$ cat src/rtl/core/bgfi_pkg.sv
// ----------------------------------------------------------------------------
// bgfi_pkg: shared types and constants for the battery gauge filter.
// Holds the calibration tables, the sequencer state type and field widths.
// ----------------------------------------------------------------------------
package bgfi_pkg;

  localparam int SamplesPerReading = 16;
  localparam int HistoryDepth      = 8;
  localparam int CalPoints         = 11;
  localparam int CurvePoints       = 11;
  localparam int FilterScale       = SamplesPerReading * HistoryDepth;

  localparam int SampleW  = 12;
  localparam int ReadingW = 16;
  localparam int FiltW    = 19;
  localparam int CntW     = $clog2(SamplesPerReading);
  localparam int PtrW     = $clog2(HistoryDepth);
  localparam int CalIdxW  = $clog2(CalPoints);
  localparam int CurIdxW  = $clog2(CurvePoints);

  typedef enum logic [3:0] {
    ST_IDLE,
    ST_HIST,
    ST_SEG,
    ST_NUM_S,
    ST_DIV_S,
    ST_NUM_B,
    ST_DIV_B,
    ST_PSEG,
    ST_PDIV,
    ST_OUT
  } state_t;

  function automatic logic [13:0] cal_adc(input logic [CalIdxW-1:0] i);
    case (i)
      4'd0: return 14'd4173;  4'd1: return 14'd4359;  4'd2: return 14'd4464;
      4'd3: return 14'd4597;  4'd4: return 14'd4740;  4'd5: return 14'd4870;
      4'd6: return 14'd5005;  4'd7: return 14'd5151;  4'd8: return 14'd5313;
      4'd9: return 14'd5435;  default: return 14'd5568;
    endcase
  endfunction

  function automatic logic [13:0] cal_sense(input logic [CalIdxW-1:0] i);
    case (i)
      4'd0: return 14'd4215;  4'd1: return 14'd4362;  4'd2: return 14'd4490;
      4'd3: return 14'd4624;  4'd4: return 14'd4761;  4'd5: return 14'd4893;
      4'd6: return 14'd5027;  4'd7: return 14'd5153;  4'd8: return 14'd5295;
      4'd9: return 14'd5427;  default: return 14'd5544;
    endcase
  endfunction

  function automatic logic [13:0] cal_batt(input logic [CalIdxW-1:0] i);
    case (i)
      4'd0: return 14'd6350;  4'd1: return 14'd6586;  4'd2: return 14'd6785;
      4'd3: return 14'd6986;  4'd4: return 14'd7193;  4'd5: return 14'd7391;
      4'd6: return 14'd7595;  4'd7: return 14'd7785;  4'd8: return 14'd7998;
      4'd9: return 14'd8199;  default: return 14'd8379;
    endcase
  endfunction

  function automatic logic [12:0] curve_mv(input logic [CurIdxW-1:0] i);
    case (i)
      4'd0: return 13'd3200;  4'd1: return 13'd3400;  4'd2: return 13'd3550;
      4'd3: return 13'd3650;  4'd4: return 13'd3720;  4'd5: return 13'd3780;
      4'd6: return 13'd3850;  4'd7: return 13'd3920;  4'd8: return 13'd4000;
      4'd9: return 13'd4100;  default: return 13'd4190;
    endcase
  endfunction

  function automatic logic [6:0] curve_pct(input logic [CurIdxW-1:0] i);
    case (i)
      4'd0: return 7'd0;   4'd1: return 7'd5;   4'd2: return 7'd10;
      4'd3: return 7'd20;  4'd4: return 7'd30;  4'd5: return 7'd40;
      4'd6: return 7'd50;  4'd7: return 7'd65;  4'd8: return 7'd80;
      4'd9: return 7'd95;  default: return 7'd100;
    endcase
  endfunction

endpackage

$ cat src/rtl/core/bgfi_if.sv
// ----------------------------------------------------------------------------
// bgfi_in_if / bgfi_out_if: valid/ready channels of the gauge.
// One transfer happens when valid and ready are both high at a clock edge.
// ----------------------------------------------------------------------------
interface bgfi_in_if;
  logic                       valid;
  logic                       ready;
  logic [bgfi_pkg::SampleW-1:0] adc_sample_mv;
  modport source (output valid, output adc_sample_mv, input ready);
  modport sink   (input valid, input adc_sample_mv, output ready);
endinterface

interface bgfi_out_if;
  logic                     valid;
  logic                     ready;
  logic [bgfi_pkg::FiltW-1:0] filtered_adc;
  logic signed [15:0]       sense_mv;
  logic signed [15:0]       battery_mv;
  logic [6:0]               charge_percent;
  logic [31:0]              reading_number;
  modport source (output valid, output filtered_adc, output sense_mv,
                  output battery_mv, output charge_percent,
                  output reading_number, input ready);
  modport sink   (input valid, input filtered_adc, input sense_mv,
                  input battery_mv, input charge_percent,
                  input reading_number, output ready);
endinterface

$ cat src/rtl/core/battery_gauge_filter_interp.sv
// ----------------------------------------------------------------------------
// battery_gauge_filter_interp: averaging filter and battery fuel gauge.
// Sums samples into readings, filters them and maps them through calibration.
// ----------------------------------------------------------------------------
// Each input transfer carries one converter sample in millivolts. Sixteen
// samples make one reading; a sample that does not complete a reading is
// added to the running sum and the block stays ready, so such samples can
// follow back to back. The sixteenth sample starts a sequenced computation:
// the eight-deep moving sum is updated (on the first reading after reset all
// eight history entries take that reading, one per cycle), then sense and
// battery millivolts are interpolated from the calibration table and the
// battery voltage is mapped to a charge percentage. The segment search walks
// the calibration table one point per cycle. Sense and battery each use one
// shared restoring divider, which latches its operands on start and then
// produces one quotient bit per cycle. The charge curve search steps through
// the curve point by point; below the curve it ends at zero percent and
// above it at full charge, otherwise a division follows the search. After a
// completing sample the block accepts no new sample until the result
// transfer has happened. Sustained throughput is set by the sequenced
// computation, averaged over the sixteen samples of each reading.
module battery_gauge_filter_interp (
  input  logic       clk,
  input  logic       rst,
  bgfi_in_if.sink    in_ch,
  bgfi_out_if.source out_ch
);

  bgfi_pkg::state_t state, state_next;

  logic [bgfi_pkg::ReadingW-1:0] sample_sum;
  logic [bgfi_pkg::CntW-1:0]     sample_count;
  logic [bgfi_pkg::ReadingW-1:0] reading_history [bgfi_pkg::HistoryDepth];
  logic [bgfi_pkg::FiltW-1:0]    history_sum;
  logic [bgfi_pkg::PtrW-1:0]     history_pointer;
  logic                          primed;
  logic [31:0]                   reading_counter;

  logic [bgfi_pkg::ReadingW-1:0] reading;
  logic [bgfi_pkg::PtrW-1:0]     fill_idx;
  logic [bgfi_pkg::CalIdxW-1:0]  seg;
  logic [bgfi_pkg::CurIdxW-1:0]  pseg;
  logic                          neg;
  logic                          pct_const;

  logic signed [15:0] sense_r;
  logic signed [15:0] batt_r;
  logic [6:0]         pct_r;
  logic               out_valid;

  // Divider hookup.
  logic        div_start;
  logic        div_done;
  logic [39:0] div_num;
  logic [23:0] div_den;
  logic [39:0] div_q;

  bgfi_div u_div (
    .clk      (clk),
    .rst      (rst),
    .start    (div_start),
    .dividend (div_num),
    .divisor  (div_den),
    .done     (div_done),
    .quotient (div_q)
  );

  logic in_xfer;
  logic last_sample;
  assign in_xfer     = in_ch.valid && in_ch.ready;
  assign last_sample = (sample_count == bgfi_pkg::CntW'(bgfi_pkg::SamplesPerReading - 1));

  // x2 = 2*filt; table points are scaled by the filter scale (a shift).
  logic [20:0] x2;
  logic [20:0] seg_hi_s;
  logic [20:0] seg_lo_s;
  assign x2       = {1'b0, history_sum, 1'b0};
  assign seg_hi_s = 21'(bgfi_pkg::cal_adc(seg + 4'd1)) << $clog2(bgfi_pkg::FilterScale);
  assign seg_lo_s = 21'(bgfi_pkg::cal_adc(seg)) << $clog2(bgfi_pkg::FilterScale);

  // Numerator for the calibration: v_lo*S*dx + (x2 - a_lo*S)*dv, signed.
  logic        cal_batt_sel;
  logic signed [15:0] v_lo, v_hi, dv;
  logic signed [15:0] dx;
  logic signed [22:0] xoff;
  logic signed [41:0] cal_numer;
  logic signed [41:0] cal_abs;
  assign cal_batt_sel = (state == bgfi_pkg::ST_NUM_B);
  assign v_lo = cal_batt_sel ? 16'(bgfi_pkg::cal_batt(seg)) : 16'(bgfi_pkg::cal_sense(seg));
  assign v_hi = cal_batt_sel ? 16'(bgfi_pkg::cal_batt(seg + 4'd1))
                             : 16'(bgfi_pkg::cal_sense(seg + 4'd1));
  assign dv   = v_hi - v_lo;
  assign dx   = 16'(bgfi_pkg::cal_adc(seg + 4'd1)) - 16'(bgfi_pkg::cal_adc(seg));
  assign xoff = $signed({2'b00, x2}) - $signed({2'b00, seg_lo_s});
  // v_lo*S*dx is a small product with a constant shift; xoff*dv is one 23x16.
  assign cal_numer = (42'(v_lo * dx) <<< $clog2(bgfi_pkg::FilterScale))
                   + 42'(xoff * dv);
  assign cal_abs   = cal_numer[41] ? -cal_numer : cal_numer;

  // Percent numerator: pct_lo*dv + (mv - mv_lo)*dp, nonnegative in range.
  logic [12:0] pmv_lo, pmv_hi;
  logic [6:0]  ppc_lo, ppc_hi;
  logic [12:0] pdv;
  logic [6:0]  pdp;
  logic [23:0] pct_numer;
  assign pmv_lo    = bgfi_pkg::curve_mv(pseg - 4'd1);
  assign pmv_hi    = bgfi_pkg::curve_mv(pseg);
  assign ppc_lo    = bgfi_pkg::curve_pct(pseg - 4'd1);
  assign ppc_hi    = bgfi_pkg::curve_pct(pseg);
  assign pdv       = pmv_hi - pmv_lo;
  assign pdp       = ppc_hi - ppc_lo;
  assign pct_numer = 24'(ppc_lo) * 24'(pdv)
                   + 24'(batt_r[12:0] - pmv_lo) * 24'(pdp);

  // Divider operands: (2*num + den) / (2*den).
  logic [23:0] cal_den;
  assign cal_den = {dx[7:0], 16'd0} >> (15 - $clog2(bgfi_pkg::FilterScale));

  always_comb begin
    div_start = 1'b0;
    div_num   = '0;
    div_den   = '0;
    unique case (state)
      bgfi_pkg::ST_NUM_S, bgfi_pkg::ST_NUM_B: begin
        div_start = 1'b1;
        div_num   = 40'({cal_abs[38:0], 1'b0}) + 40'(cal_den);
        div_den   = {cal_den[22:0], 1'b0};
      end
      bgfi_pkg::ST_PSEG: begin
        // Only a voltage above the lowest curve point and no higher than the top one is interpolated.
        if (!pct_const && (batt_r > $signed(16'(bgfi_pkg::curve_mv(4'd0))))
            && (batt_r <= $signed({3'b000, pmv_hi}))) begin
          div_start = 1'b1;
          div_num   = 40'({pct_numer, 1'b0}) + 40'(pdv);
          div_den   = 24'({pdv, 1'b0});
        end
      end
      default: ;
    endcase
  end

  // Saturation of a divided magnitude with sign.
  function automatic logic signed [15:0] sat_signed(input logic [39:0] q, input logic n);
    if (!n) return (q > 40'd32767) ? 16'sd32767 : 16'(q);
    return (q > 40'd32768) ? -16'sd32768 : -$signed(16'(q));
  endfunction

  // Next-state logic.
  always_comb begin
    state_next = state;
    unique case (state)
      bgfi_pkg::ST_IDLE:
        if (in_xfer && last_sample) state_next = bgfi_pkg::ST_HIST;
      bgfi_pkg::ST_HIST:
        if (primed || fill_idx == bgfi_pkg::PtrW'(bgfi_pkg::HistoryDepth - 1))
          state_next = bgfi_pkg::ST_SEG;
      bgfi_pkg::ST_SEG:
        if (x2 >= (21'(bgfi_pkg::cal_adc(4'(bgfi_pkg::CalPoints - 1)))
                   << $clog2(bgfi_pkg::FilterScale))
            || x2 <= seg_hi_s || seg == 4'(bgfi_pkg::CalPoints - 2))
          state_next = bgfi_pkg::ST_NUM_S;
      bgfi_pkg::ST_NUM_S: state_next = bgfi_pkg::ST_DIV_S;
      bgfi_pkg::ST_DIV_S: if (div_done) state_next = bgfi_pkg::ST_NUM_B;
      bgfi_pkg::ST_NUM_B: state_next = bgfi_pkg::ST_DIV_B;
      bgfi_pkg::ST_DIV_B: if (div_done) state_next = bgfi_pkg::ST_PSEG;
      bgfi_pkg::ST_PSEG:
        if (pct_const) state_next = bgfi_pkg::ST_OUT;
        else if (div_start) state_next = bgfi_pkg::ST_PDIV;
      bgfi_pkg::ST_PDIV: if (div_done) state_next = bgfi_pkg::ST_OUT;
      bgfi_pkg::ST_OUT:
        if (out_ch.ready) state_next = bgfi_pkg::ST_IDLE;
      default: state_next = bgfi_pkg::ST_IDLE;
    endcase
  end

  // Output decode.
  always_comb begin
    in_ch.ready = (state == bgfi_pkg::ST_IDLE);
    out_valid   = (state == bgfi_pkg::ST_OUT);
  end

  assign out_ch.valid          = out_valid;
  assign out_ch.filtered_adc   = history_sum;
  assign out_ch.sense_mv       = sense_r;
  assign out_ch.battery_mv     = batt_r;
  assign out_ch.charge_percent = pct_r;
  assign out_ch.reading_number = reading_counter;

  always_ff @(posedge clk) begin
    if (rst) begin
      state           <= bgfi_pkg::ST_IDLE;
      sample_sum      <= '0;
      sample_count    <= '0;
      history_sum     <= '0;
      history_pointer <= '0;
      primed          <= 1'b0;
      reading_counter <= '0;
      fill_idx        <= '0;
    end else begin
      state <= state_next;
      unique case (state)
        bgfi_pkg::ST_IDLE: begin
          if (in_xfer) begin
            if (last_sample) begin
              reading      <= sample_sum + 16'(in_ch.adc_sample_mv);
              sample_sum   <= '0;
              sample_count <= '0;
              fill_idx     <= '0;
            end else begin
              sample_sum   <= sample_sum + 16'(in_ch.adc_sample_mv);
              sample_count <= sample_count + bgfi_pkg::CntW'(1);
            end
          end
        end
        bgfi_pkg::ST_HIST: begin
          seg <= '0;
          if (primed) begin
            reading_history[history_pointer] <= reading;
            history_sum <= history_sum - 19'(reading_history[history_pointer])
                         + 19'(reading);
            history_pointer <= history_pointer + bgfi_pkg::PtrW'(1);
          end else begin
            reading_history[fill_idx] <= reading;
            fill_idx <= fill_idx + bgfi_pkg::PtrW'(1);
            history_sum <= 19'(reading) << bgfi_pkg::PtrW;
            history_pointer <= '0;
          end
        end
        bgfi_pkg::ST_SEG: begin
          if (x2 >= (21'(bgfi_pkg::cal_adc(4'(bgfi_pkg::CalPoints - 1)))
                     << $clog2(bgfi_pkg::FilterScale))) begin
            seg <= 4'(bgfi_pkg::CalPoints - 2);
          end else if (!(x2 <= seg_hi_s) && seg != 4'(bgfi_pkg::CalPoints - 2)) begin
            seg <= seg + 4'd1;
          end
        end
        bgfi_pkg::ST_NUM_S, bgfi_pkg::ST_NUM_B: neg <= cal_numer[41];
        bgfi_pkg::ST_DIV_S: if (div_done) sense_r <= sat_signed(div_q, neg);
        bgfi_pkg::ST_DIV_B: begin
          if (div_done) begin
            batt_r <= sat_signed(div_q, neg);
            pseg   <= 4'd1;
            pct_const <= 1'b0;
            primed <= 1'b1;
            reading_counter <= reading_counter + 32'd1;
          end
        end
        bgfi_pkg::ST_PSEG: begin
          if (batt_r <= $signed(16'(bgfi_pkg::curve_mv(4'd0)))) begin
            pct_r <= 7'd0;
            pct_const <= 1'b1;
          end else if (!(batt_r <= $signed({3'b000, pmv_hi}))) begin
            if (pseg == 4'(bgfi_pkg::CurvePoints - 1)) begin
              pct_r <= 7'd100;
              pct_const <= 1'b1;
            end else begin
              pseg <= pseg + 4'd1;
            end
          end
        end
        bgfi_pkg::ST_PDIV: if (div_done) pct_r <= div_q[6:0];
        default: ;
      endcase
    end
  end

endmodule

$ cat src/rtl/core/bgfi_div.sv
// ----------------------------------------------------------------------------
// bgfi_div: shared restoring divider, one quotient bit per cycle.
// Divides a nonnegative 40-bit dividend by a 24-bit divisor.
// ----------------------------------------------------------------------------
module bgfi_div (
  input  logic        clk,
  input  logic        rst,
  input  logic        start,
  input  logic [39:0] dividend,
  input  logic [23:0] divisor,
  output logic        done,
  output logic [39:0] quotient
);

  logic [5:0]  count;
  logic        busy;
  logic [24:0] rem;
  logic [39:0] quo;
  logic [23:0] dvs;
  logic [24:0] trial;
  logic [24:0] shifted;

  assign shifted = {rem[23:0], quo[39]};
  assign trial   = shifted - {1'b0, dvs};

  always_ff @(posedge clk) begin
    if (rst) begin
      busy  <= 1'b0;
      done  <= 1'b0;
      count <= '0;
    end else begin
      done <= 1'b0;
      if (start) begin
        busy  <= 1'b1;
        count <= 6'd40;
        rem   <= '0;
        quo   <= dividend;
        dvs   <= divisor;
      end else if (busy) begin
        if (trial[24]) begin
          rem <= shifted;
          quo <= {quo[38:0], 1'b0};
        end else begin
          rem <= trial;
          quo <= {quo[38:0], 1'b1};
        end
        count <= count - 6'd1;
        if (count == 6'd1) begin
          busy <= 1'b0;
          done <= 1'b1;
        end
      end
    end
  end

  assign quotient = quo;

endmodule

$ cat src/flat_wrapper.sv
// flat-port wrapper written by rule: the top's interface ports become plain ports
module battery_gauge_filter_interp_flat 
  (clk, rst, in_ch_valid, in_ch_adc_sample_mv, in_ch_ready, out_ch_valid, out_ch_filtered_adc, out_ch_sense_mv, out_ch_battery_mv, out_ch_charge_percent, out_ch_reading_number, out_ch_ready);
  bgfi_in_if in_ch_i ();
  bgfi_out_if out_ch_i ();
  input  logic clk;
  input  logic rst;
  input wire logic [$bits(in_ch_i.valid)-1:0] in_ch_valid;
  input wire logic [$bits(in_ch_i.adc_sample_mv)-1:0] in_ch_adc_sample_mv;
  output wire logic [$bits(in_ch_i.ready)-1:0] in_ch_ready;
  output wire logic [$bits(out_ch_i.valid)-1:0] out_ch_valid;
  output wire logic [$bits(out_ch_i.filtered_adc)-1:0] out_ch_filtered_adc;
  output wire logic [$bits(out_ch_i.sense_mv)-1:0] out_ch_sense_mv;
  output wire logic [$bits(out_ch_i.battery_mv)-1:0] out_ch_battery_mv;
  output wire logic [$bits(out_ch_i.charge_percent)-1:0] out_ch_charge_percent;
  output wire logic [$bits(out_ch_i.reading_number)-1:0] out_ch_reading_number;
  input wire logic [$bits(out_ch_i.ready)-1:0] out_ch_ready;
  assign in_ch_i.valid = in_ch_valid;
  assign in_ch_i.adc_sample_mv = in_ch_adc_sample_mv;
  assign in_ch_ready = in_ch_i.ready;
  assign out_ch_valid = out_ch_i.valid;
  assign out_ch_filtered_adc = out_ch_i.filtered_adc;
  assign out_ch_sense_mv = out_ch_i.sense_mv;
  assign out_ch_battery_mv = out_ch_i.battery_mv;
  assign out_ch_charge_percent = out_ch_i.charge_percent;
  assign out_ch_reading_number = out_ch_i.reading_number;
  assign out_ch_i.ready = out_ch_ready;
  battery_gauge_filter_interp u_core (.clk(clk), .rst(rst), .in_ch(in_ch_i), .out_ch(out_ch_i));
endmodule
$ cat config.mk
export PLATFORM = sky130hd
export DESIGN_NAME = battery_gauge_filter_interp_flat
export DESIGN_NICKNAME = d
export VERILOG_FILES = /design/src/rtl/core/bgfi_pkg.sv /design/src/rtl/core/bgfi_if.sv /design/src/rtl/core/battery_gauge_filter_interp.sv /design/src/rtl/core/bgfi_div.sv /design/src/flat_wrapper.sv
export SDC_FILE = /design/constraint.sdc
export NUM_CORES = 2
export LEC_CHECK = 0
export BUFFER_PORTS_ARGS = -buffer_cell sky130_fd_sc_hd__buf_2
export CAP_MARGIN = 20
export CORE_ASPECT_RATIO = 0.8
export CORE_MARGIN = 10
export CORE_UTILIZATION = 30
export DETAILED_ROUTE_END_ITERATION = 7
export PLACE_DENSITY = 0.44
export SYNTH_ARGS = -nofsm -noshare
export SYNTH_HDL_FRONTEND = slang
export SYNTH_HIERARCHICAL = 1
export SYNTH_SLANG_ARGS = --single-unit
$ cat constraint.sdc
create_clock -name clk -period 32.1 [get_ports clk]
set_input_delay 3.21 -clock clk [delete_from_list [all_inputs] [get_ports clk]]
set_output_delay 3.21 -clock clk [all_outputs]
set_load 0.005 [all_outputs]
# [After elaboration in Yosys (flattened, before gate mapping)]
# Memories as Yosys holds them, arrays and structs flattened. A register that Yosys moved wholly into a read port is not among the register bits.
# Cells that the tools add are included.
[word_totals] word_cells=225 output_inout_bits=92 memories=13 ram_bits=128 mem_bits_ro=2112 regBits=243 input_bits=16
[op_classes] multipliers=4 bitwise=2 n_addsub=24 eq_ne=32 magnitude_cmp=7 n_mux=86 n_reduce_logical=34
[memory_table] name="(name not given)" depth=16 width=14 rd=1 rd_ports_with_merged_regs=0 write_ports=0 line="bgfi_pkg.sv:53" rtl="case (i)"
[memory_table] name="(name not given)" depth=16 width=14 rd=1 rd_ports_with_merged_regs=1 write_ports=0 line="bgfi_pkg.sv:53"
[memory_table] name="(name not given)" depth=16 width=12 rd=1 rd_ports_with_merged_regs=1 write_ports=0 line="bgfi_pkg.sv:62" rtl="case (i)"
[memory_table] name="(name not given)" depth=16 width=12 rd=1 rd_ports_with_merged_regs=0 write_ports=0 line="bgfi_pkg.sv:62"
[memory_table] name="(name not given)" depth=16 width=11 rd=1 rd_ports_with_merged_regs=1 write_ports=0 line="bgfi_pkg.sv:35" rtl="case (i)"
[memory_table] name="(name not given)" depth=16 width=11 rd=1 rd_ports_with_merged_regs=0 write_ports=0 line="bgfi_pkg.sv:35"
[memory_table] name="+7 memories"
[ops] cell="2-to-1 mux 40 bit" count=3
[ops] cell="2-to-1 mux 16 bit" count=7
[ops] cell="2-to-1 mux 4 bit" count=22
[ops] cell="case mux 40 bit (2 select lines)" count=1
[ops] cell="2-to-1 mux 24 bit" count=2
[ops] cell="case mux 24 bit (2 select lines)" count=1
[ops] cell="2-to-1 mux 14 bit" count=3
[ops] cell="adder 40 x 16 -> 40 bit" count=1
[ops] cell="> comparator 40 x 15 -> 1 bit, second input constant" count=1
[ops] cell="> comparator 40 x 16 -> 1 bit, second input constant" count=1
[ops] cell="case mux 4 bit (10 select lines)" count=1
[ops] cell="2-to-1 mux 39 bit" count=1
[ops] cell="negator 39 bit" count=1
[ops] cell="adder 37 x 37 -> 38 bit" count=1
[ops] cell="multiplier 22 x 15 -> 37 bit" count=1
[ops] cell="adder 32 x 1 -> 32 bit, second input constant" count=1
[ops] cell="multiplier 15 x 15 -> 30 bit" count=1
[ops] cell="subtractor 14 x 14 -> 15 bit" count=2
[ops] cell="2-to-1 mux 7 bit" count=4
[ops] cell="adder 25 x 13 -> 26 bit" count=1
[ops] cell="2-to-1 mux 1 bit" count=25
[ops] cell="subtractor 25 x 24 -> 25 bit" count=1
[ops] cell="adder 20 x 24 -> 24 bit" count=1
[ops] cell="multiplier 24 x 7 -> 24 bit" count=1
[ops] cell="other kinds (51)" count=105

# [Depth between registers and ports, before layout]
# An unclocked memory read counts as a cell.
[logic_depth] ltp_word=11 mapped_depth=75 depth_no_buf=70

# [Hierarchy]
# Netlist, hierarchy kept.
[modules_own_cells] module="battery_gauge_filter_interp" cells_each=5390 n_inst=1 seq_area_each_um2=8538.2 area_per_inst_um2=48163.7
[modules_own_cells] module="bgfi_div" cells_each=425 n_inst=1 seq_area_each_um2=2802.7 area_per_inst_um2=5202.5

# [Worst setup path after synthesis]
# Ideal clock, no wire load.
[synth_path] path_kind="register to register" from="register u_core/seg[1] (netlist name)" to="register u_core.u_div.quo[28], in the netlist u_core/u_div/quotient[28], data pin" period_less_slack_ns=16.584 stages_incl_launch_ff=70 setup_ns=0.260 arrival_time_ns=16.324 slack_ns=15.516 path_buffers=4 required_time_ns=31.840 cell_sequence="edfxtp_1 -> ha_1 -> ha_1 -> clkinv_1 -> or3_1 -> o21ai_0 -> ha_1 -> nor2b_1 -> o21ai_0 -> nand2b_1 -> a21o_1 -> a21o_1 -> a21o_1 -> a21o_1 -> a21o_1 -> a21o_1 -> a21o_1 -> a21oi_1 -> [... 34 more ...] -> buf_1 -> o21ai_0 -> xor2_1 -> ha_1 -> fa_1 -> a21oi_1 -> o21bai_1 -> a21oi_1 -> nor2_1 -> nor2_1 -> o21bai_1 -> a21oi_1 -> or2_2 -> nor4_1 -> a21oi_1 -> a211oi_1 -> mux2i_1 -> mux2_2"
[synth_between] elab_cells_between_ends=15 cone_classes="6 x add/sub; 2 x mul; 4 x mux; 3 x memory"
[synth_rtl] element="start, declared" line="battery_gauge_filter_interp.sv:40" rtl="logic [bgfi_pkg::CalIdxW-1:0] seg;"
[synth_rtl] element="start signal, assigned" line="battery_gauge_filter_interp.sv:231" rtl="seg <= 4'(bgfi_pkg::CalPoints - 2);"
[synth_rtl] element="start signal, assigned" line="battery_gauge_filter_interp.sv:233" rtl="seg <= seg + 4'd1;"
[synth_rtl] element="adder 4 x 1 -> 4 bit (*)" line="battery_gauge_filter_interp.sv:89, battery_gauge_filter_interp.sv:90, battery_gauge_filter_interp.sv:92"
[synth_rtl] element="memory (16 x 11 bit) or memory (16 x 14 bit) (tied branches)"
[synth_rtl] element="2-to-1 mux 14 bit" line="battery_gauge_filter_interp.sv:89" rtl="assign v_hi = cal_batt_sel ? 16'(bgfi_pkg::cal_batt(seg + 4'd1))"
[synth_rtl] element="subtractor 14 x 14 -> 15 bit" line="battery_gauge_filter_interp.sv:91" rtl="assign dv = v_hi - v_lo;"
[synth_rtl] element="multiplier 22 x 15 -> 37 bit" line="battery_gauge_filter_interp.sv:96" rtl="+ 42'(xoff * dv);"
[synth_rtl] element="adder 37 x 37 -> 38 bit (*)" line="battery_gauge_filter_interp.sv:96"
[synth_rtl] element="via u_core.cal_numer[37]" line="battery_gauge_filter_interp.sv:85" rtl="logic signed [41:0] cal_numer;"
[synth_rtl] element="2-to-1 mux 39 bit (*)" line="battery_gauge_filter_interp.sv:97" rtl="assign cal_abs = cal_numer[41] ? -cal_numer : cal_numer;"
[synth_rtl] element="adder 40 x 16 -> 40 bit (*)" line="battery_gauge_filter_interp.sv:125" rtl="div_num = 40'({cal_abs[38:0], 1'b0}) + 40'(cal_den);"
[synth_rtl] element="case mux 40 bit (2 select lines) (*)" line="battery_gauge_filter_interp.sv:122" rtl="unique case (state)"
[synth_rtl] element="via u_core.div_num[28]" line="battery_gauge_filter_interp.sv:53" rtl="logic [39:0] div_num;"
[synth_rtl] element="2-to-1 mux 40 bit (*)" line="bgfi_div.sv:33" rtl="if (start) begin"
[synth_rtl] element="end signal, assigned" line="bgfi_div.sv:37" rtl="quo <= dividend;"
[synth_rtl] element="end signal, assigned" line="bgfi_div.sv:42" rtl="quo <= {quo[38:0], 1'b0};"
[synth_rtl] element="end signal, assigned" line="bgfi_div.sv:45" rtl="quo <= {quo[38:0], 1'b1};"
[synth_rtl] element="end, declared" line="bgfi_div.sv:18" rtl="logic [39:0] quo;"
# Mark *: on every way through the listed nets, which the timed path passes. The rest lies on a longest branch.
# A chain may end at the register's enable or synchronous reset.

# [Final worst setup path]
[layout_path] from="register u_core/seg[0] (netlist name)" to="register u_core.u_div.quo[28], in the netlist u_core/u_div/quotient[28], data pin"
[layout_between] elab_chain_cells=11 elab_cells_between_ends=15 cone_classes="6 x add/sub; 2 x mul; 4 x mux; 3 x memory"
[layout_lines] element="adder 4 x 1 -> 4 bit (*)" line="battery_gauge_filter_interp.sv:89, battery_gauge_filter_interp.sv:90, battery_gauge_filter_interp.sv:92"
[layout_lines] element="memory (16 x 11 bit) or memory (16 x 14 bit) (tied branches)"
[layout_lines] element="2-to-1 mux 14 bit" line="battery_gauge_filter_interp.sv:89"
[layout_lines] element="subtractor 14 x 14 -> 15 bit" line="battery_gauge_filter_interp.sv:91"
[layout_lines] element="multiplier 22 x 15 -> 37 bit" line="battery_gauge_filter_interp.sv:96"
[layout_lines] element="adder 37 x 37 -> 38 bit" line="battery_gauge_filter_interp.sv:96"
[layout_lines] element="negator 39 bit" line="battery_gauge_filter_interp.sv:97"
[layout_lines] element="2-to-1 mux 39 bit" line="battery_gauge_filter_interp.sv:97"
[layout_lines] element="adder 40 x 16 -> 40 bit (*)" line="battery_gauge_filter_interp.sv:125"
[layout_lines] element="case mux 40 bit (2 select lines) (*)" line="battery_gauge_filter_interp.sv:122"
[layout_lines] element="via u_core.div_num[28]" line="battery_gauge_filter_interp.sv:53"
[layout_lines] element="2-to-1 mux 40 bit (*)" line="bgfi_div.sv:33"
# Marks and branches as above.

==> metrics.log <==
INFO  metric maximum_number_of_pins_on_one_net_before_global_route_repair = 66
INFO  metric postRouteWirelength = 172,000 um
INFO  metric rows = 138
INFO  metric maxClockFrequency = roughly 53 MHz
INFO  metric synthMostInstantiatedCell = inv_1
INFO  metric cp.required = 32.48 ns
INFO  metric grt_pass1_vias = about 42,000
INFO  metric clk_path_buf_depth = 3
INFO  metric synth-seq-area-share = a little over a fifth
INFO  metric final_cell_count_no_fill = about 8,300
INFO  metric drive_gt1_share = under 10%
INFO  metric worstReg2RegStart = u_core/seg[0]$_DFFE_PP_
INFO  metric worst_clock_skew = about 0.053 ns
INFO  metric core_area = about 180,000 sq um
INFO  metric io_pins = approximately 110
INFO  metric netlist.area_leader.share = about a quarter
INFO  metric cts_num_sinks = 426
INFO  metric detail_route.wl_per_cell = 20.7 um
INFO  metric netlist-cell-type-count = just over 100
INFO  metric floorplan.initialDensity = a little under a third
INFO  metric first_pass_iters = 6
INFO  metric global_route_overflow = 0
INFO  metric worstSkewPairLatency = roughly 0.68 ns
INFO  metric fp.dieW = a little under 500 um
INFO  metric final_period_minus_worst_setup_slack = around 19 ns
INFO  metric tritoncts = yes
INFO  metric synth_enable_flop_cells = approximately 280
INFO  metric slew_headroom = 21.6%
INFO  metric critical_path.most_common_cell = fa_1
INFO  metric max_stage_delay = roughly 0.7 ns
INFO  metric number_of_instances_in_the_placed_design = 8,223
INFO  metric multiInputGateArea = approximately 38,000 sq um
INFO  metric cp-end-kind = flip-flop
INFO  metric final-max-slew-violation-count = 0
INFO  metric cts_inserted_buffers = between 50 and 60
INFO  metric n_fill_cell = 18,600
INFO  metric postLayoutSetupSlackWorst = around 13 ns
INFO  metric synth_flop_cell = edfxtp_1
INFO  metric hold_depth = 2
INFO  metric outcome = finished clean
INFO  metric post_cts_hold_buffer_count = 0
INFO  metric yosys-top-cells-area = fa_1 (25%), edfxtp_1 (16%), ha_1 (11%), inv_1 (7.3%), dfxtp_1 (5.4%)
INFO  metric detail-route-antenna-nets = 0
INFO  metric timing.final.setup_violations = 0
INFO  metric grt_setup_unrepaired = false
INFO  metric dieHeight = roughly 400 um
INFO  metric setup.worst_path.class = reg -> reg
INFO  metric synth-warning-count = 6
INFO  metric hold_path.startpoint = u_core/sample_sum[2]$_SDFFE_PP0P_
INFO  metric detailed_place_hpwl = roughly 140,000 um
INFO  metric first_pass_grt_wire_length = around 260,000 um
INFO  metric port_buffers = approximately 110
INFO  metric post_synth_most_frequent_cells = inv_1 (1,041), fa_1 (666), nand2_1 (615)
INFO  metric synthesis.instances = around 5,800
INFO  metric antenna_found_initial = 9
INFO  metric number_of_hold_violations_in_the_final_report = 0
INFO  metric reg2reg_depth = 68
INFO  metric drc_errors = 0
INFO  metric hp-class = reg -> reg
INFO  metric via_count = ~40,000
INFO  metric synth-seq-cells = roughly 430
INFO  metric area_growth_syn_to_layout = 10.3%
INFO  metric syn_area_per_cell = between 9 and 10 sq um
INFO  metric critical_path_peak_fanout = 28
INFO  metric setup_tns = 0 ns
INFO  metric finish.utilization = about a third
INFO  metric initialDrtViolationCount = approximately 2,800
INFO  metric reg2reg_setup_slack = roughly 13 ns
INFO  metric cap_violations = 0
INFO  metric vias_per_cell = just under 5
INFO  metric layout_nets = 7,073
INFO  metric synth_top_cell_by_area = fa_1
INFO  metric synth_area = 53,400 sq um
INFO  metric gp_congestion = around 0.88
INFO  metric crit_path_top_delay_cell = ha_1
INFO  metric postCtsSetupRepairBufs = 0
INFO  metric area.sequential = 11,300 sq um
INFO  metric critical_path.startpoint_type = flip-flop
INFO  metric htreeDepth = 2
INFO  metric worst_hold_path.endpoint = u_core/sample_sum[2]$_SDFFE_PP0P_
INFO  metric async_reset_ff_share = 0%
INFO  metric clk_root_buffer_cell = clkbuf_16
INFO  metric crit_arrival = a little under 20 ns
INFO  metric clk_pin_slew_worst_paths = about 0.060 ns
INFO  metric dpl_worst_slack = between 10 and 15 ns
INFO  metric final.period_utilization = around 60%
INFO  metric floorplan.die_area = slightly below 200,000 sq um
INFO  metric tightest_slew = approximately 1.2 ns
INFO  metric reg2reg_to = u_core/u_div/quotient[28]$_DFFE_PP_
INFO  metric ctsResizeCount = 0
INFO  metric grt_util_all_layers = 17.3%
area by class of cell:
class | instances | share of cell area [%]
clock buffer | 63 | 2.32
clock inverter | 34 | 0.731
multi-input combinational | 4175 | 63.9
antenna | 3 | 0.0127
timing repair buffer | 195 | 2.04
sequential | 426 | 19.3
inverter | 1052 | 6.71
tap | 2380 | 5.06
cell families (layout without fill, tap and decap cells):
| logic type | after synthesis | after routing | synth area share, % |
|---|---|---|---|
| AOI/OAI and AO/OA | 883 | 883 | 10.7 |
| xor gates and xnor gates | 320 | 320 | 5.25 |
| adders and majority gates | 1154 | 1154 | 36.4 |
| buffers and inverters | 1224 | 1344 | 8.69 |
| DFF | 426 | 426 | 21.3 |
| muxes | 149 | 149 | 3.69 |
| other | 1 | 14 | 0.00703 |
| and+or+nand+nor | 1658 | 1658 | 14.0 |
metrics by stage:
step / hold WS [ns] / cell area [sq um]
final: 0.457 / 58900
after detailed placement: 0.449 / 57000
after global routing: 0.494 / 58900
after floorplan: 0.436 / 53400
after global placement: 0.444 / 57000
after CTS: 0.458 / 58800
sequential cells by signal, indices dropped and copies added (netlist names), 11 cells and up, named ones only:
signal                        cells
u_core/sample_sum                16
u_core/seg_lo_s                  11
u_core/u_div/rem                 24
u_core/out_ch.sense_mv           16
u_core/pmv_hi                    11
u_core/reading_history          128
u_core/out_ch.filtered_adc       19
u_core/out_ch.battery_mv         16
u_core/u_div/dvs                 24
u_core/reading                   16
u_core/u_div/quotient            40
u_core/out_ch.reading_number     32
critical path, delay by kind of cell, from the launching register on:
| kind | cells | cell delay [ns] |
|---|---|---|
| AOI/OAI and AO/OA | 21 | 4.38 |
| and+or+nand+nor | 13 | 2.84 |
| muxes | 2 | 0.38 |
| buffers and inverters | 13 | 2.61 |
| adders and majority gates | 16 | 7.27 |
| xor gates and xnor gates | 3 | 0.51 |
| DFF | 1 | 0.55 |
routing by layer:
layer  part of all wire (%)  wire length, um  track usage [%]
met3                    7.1            12100             3.88
met1                     51            87000             26.4
met2                     41            70700             25.3
met4                    1.2             2100             2.66
met5                  0.030               52                0
cells in the final DEF (no fill, tap or decap), types with 38 or more instances in the layout:
cell type and count:
inv_1 1041, fa_1 666, nand2_1 614, nor2_1 521, ha_1 488, edfxtp_1 281, a21oi_1 271, xnor2_1 193
o21ai_0 159, dfxtp_1 144, a21o_1 119, xor2_1 114, buf_2 107, buf_4 87, nand3_1 80, and2_1 70
nand2b_1 65, mux2_2 61, nor3_1 57, mux2i_1 55, clkbuf_16 53, o21bai_1 49, or2_2 45, a211oi_1 39
or3_1 38
worst max path at each step:
stage / startpoint / endpoint / cells past startpoint
after floorplan: u_core/seg[1]$_DFFE_PP_ / u_core/u_div/quotient[28]$_DFFE_PP_ / 69
after global placement: u_core/seg[0]$_DFFE_PP_ / u_core/u_div/quotient[30]$_DFFE_PP_ / 67
after detailed placement: u_core/seg[0]$_DFFE_PP_ / u_core/u_div/quotient[28]$_DFFE_PP_ / 68
after CTS: u_core/seg[0]$_DFFE_PP_ / u_core/u_div/quotient[28]$_DFFE_PP_ / 68
after global routing: u_core/seg[0]$_DFFE_PP_ / u_core/u_div/quotient[28]$_DFFE_PP_ / 68
final: u_core/seg[0]$_DFFE_PP_ / u_core/u_div/quotient[28]$_DFFE_PP_ / 68
Power is left out: the tool's default activity adds up to more than one toggle a clock period on the data nets, which glitch-free logic cannot reach.
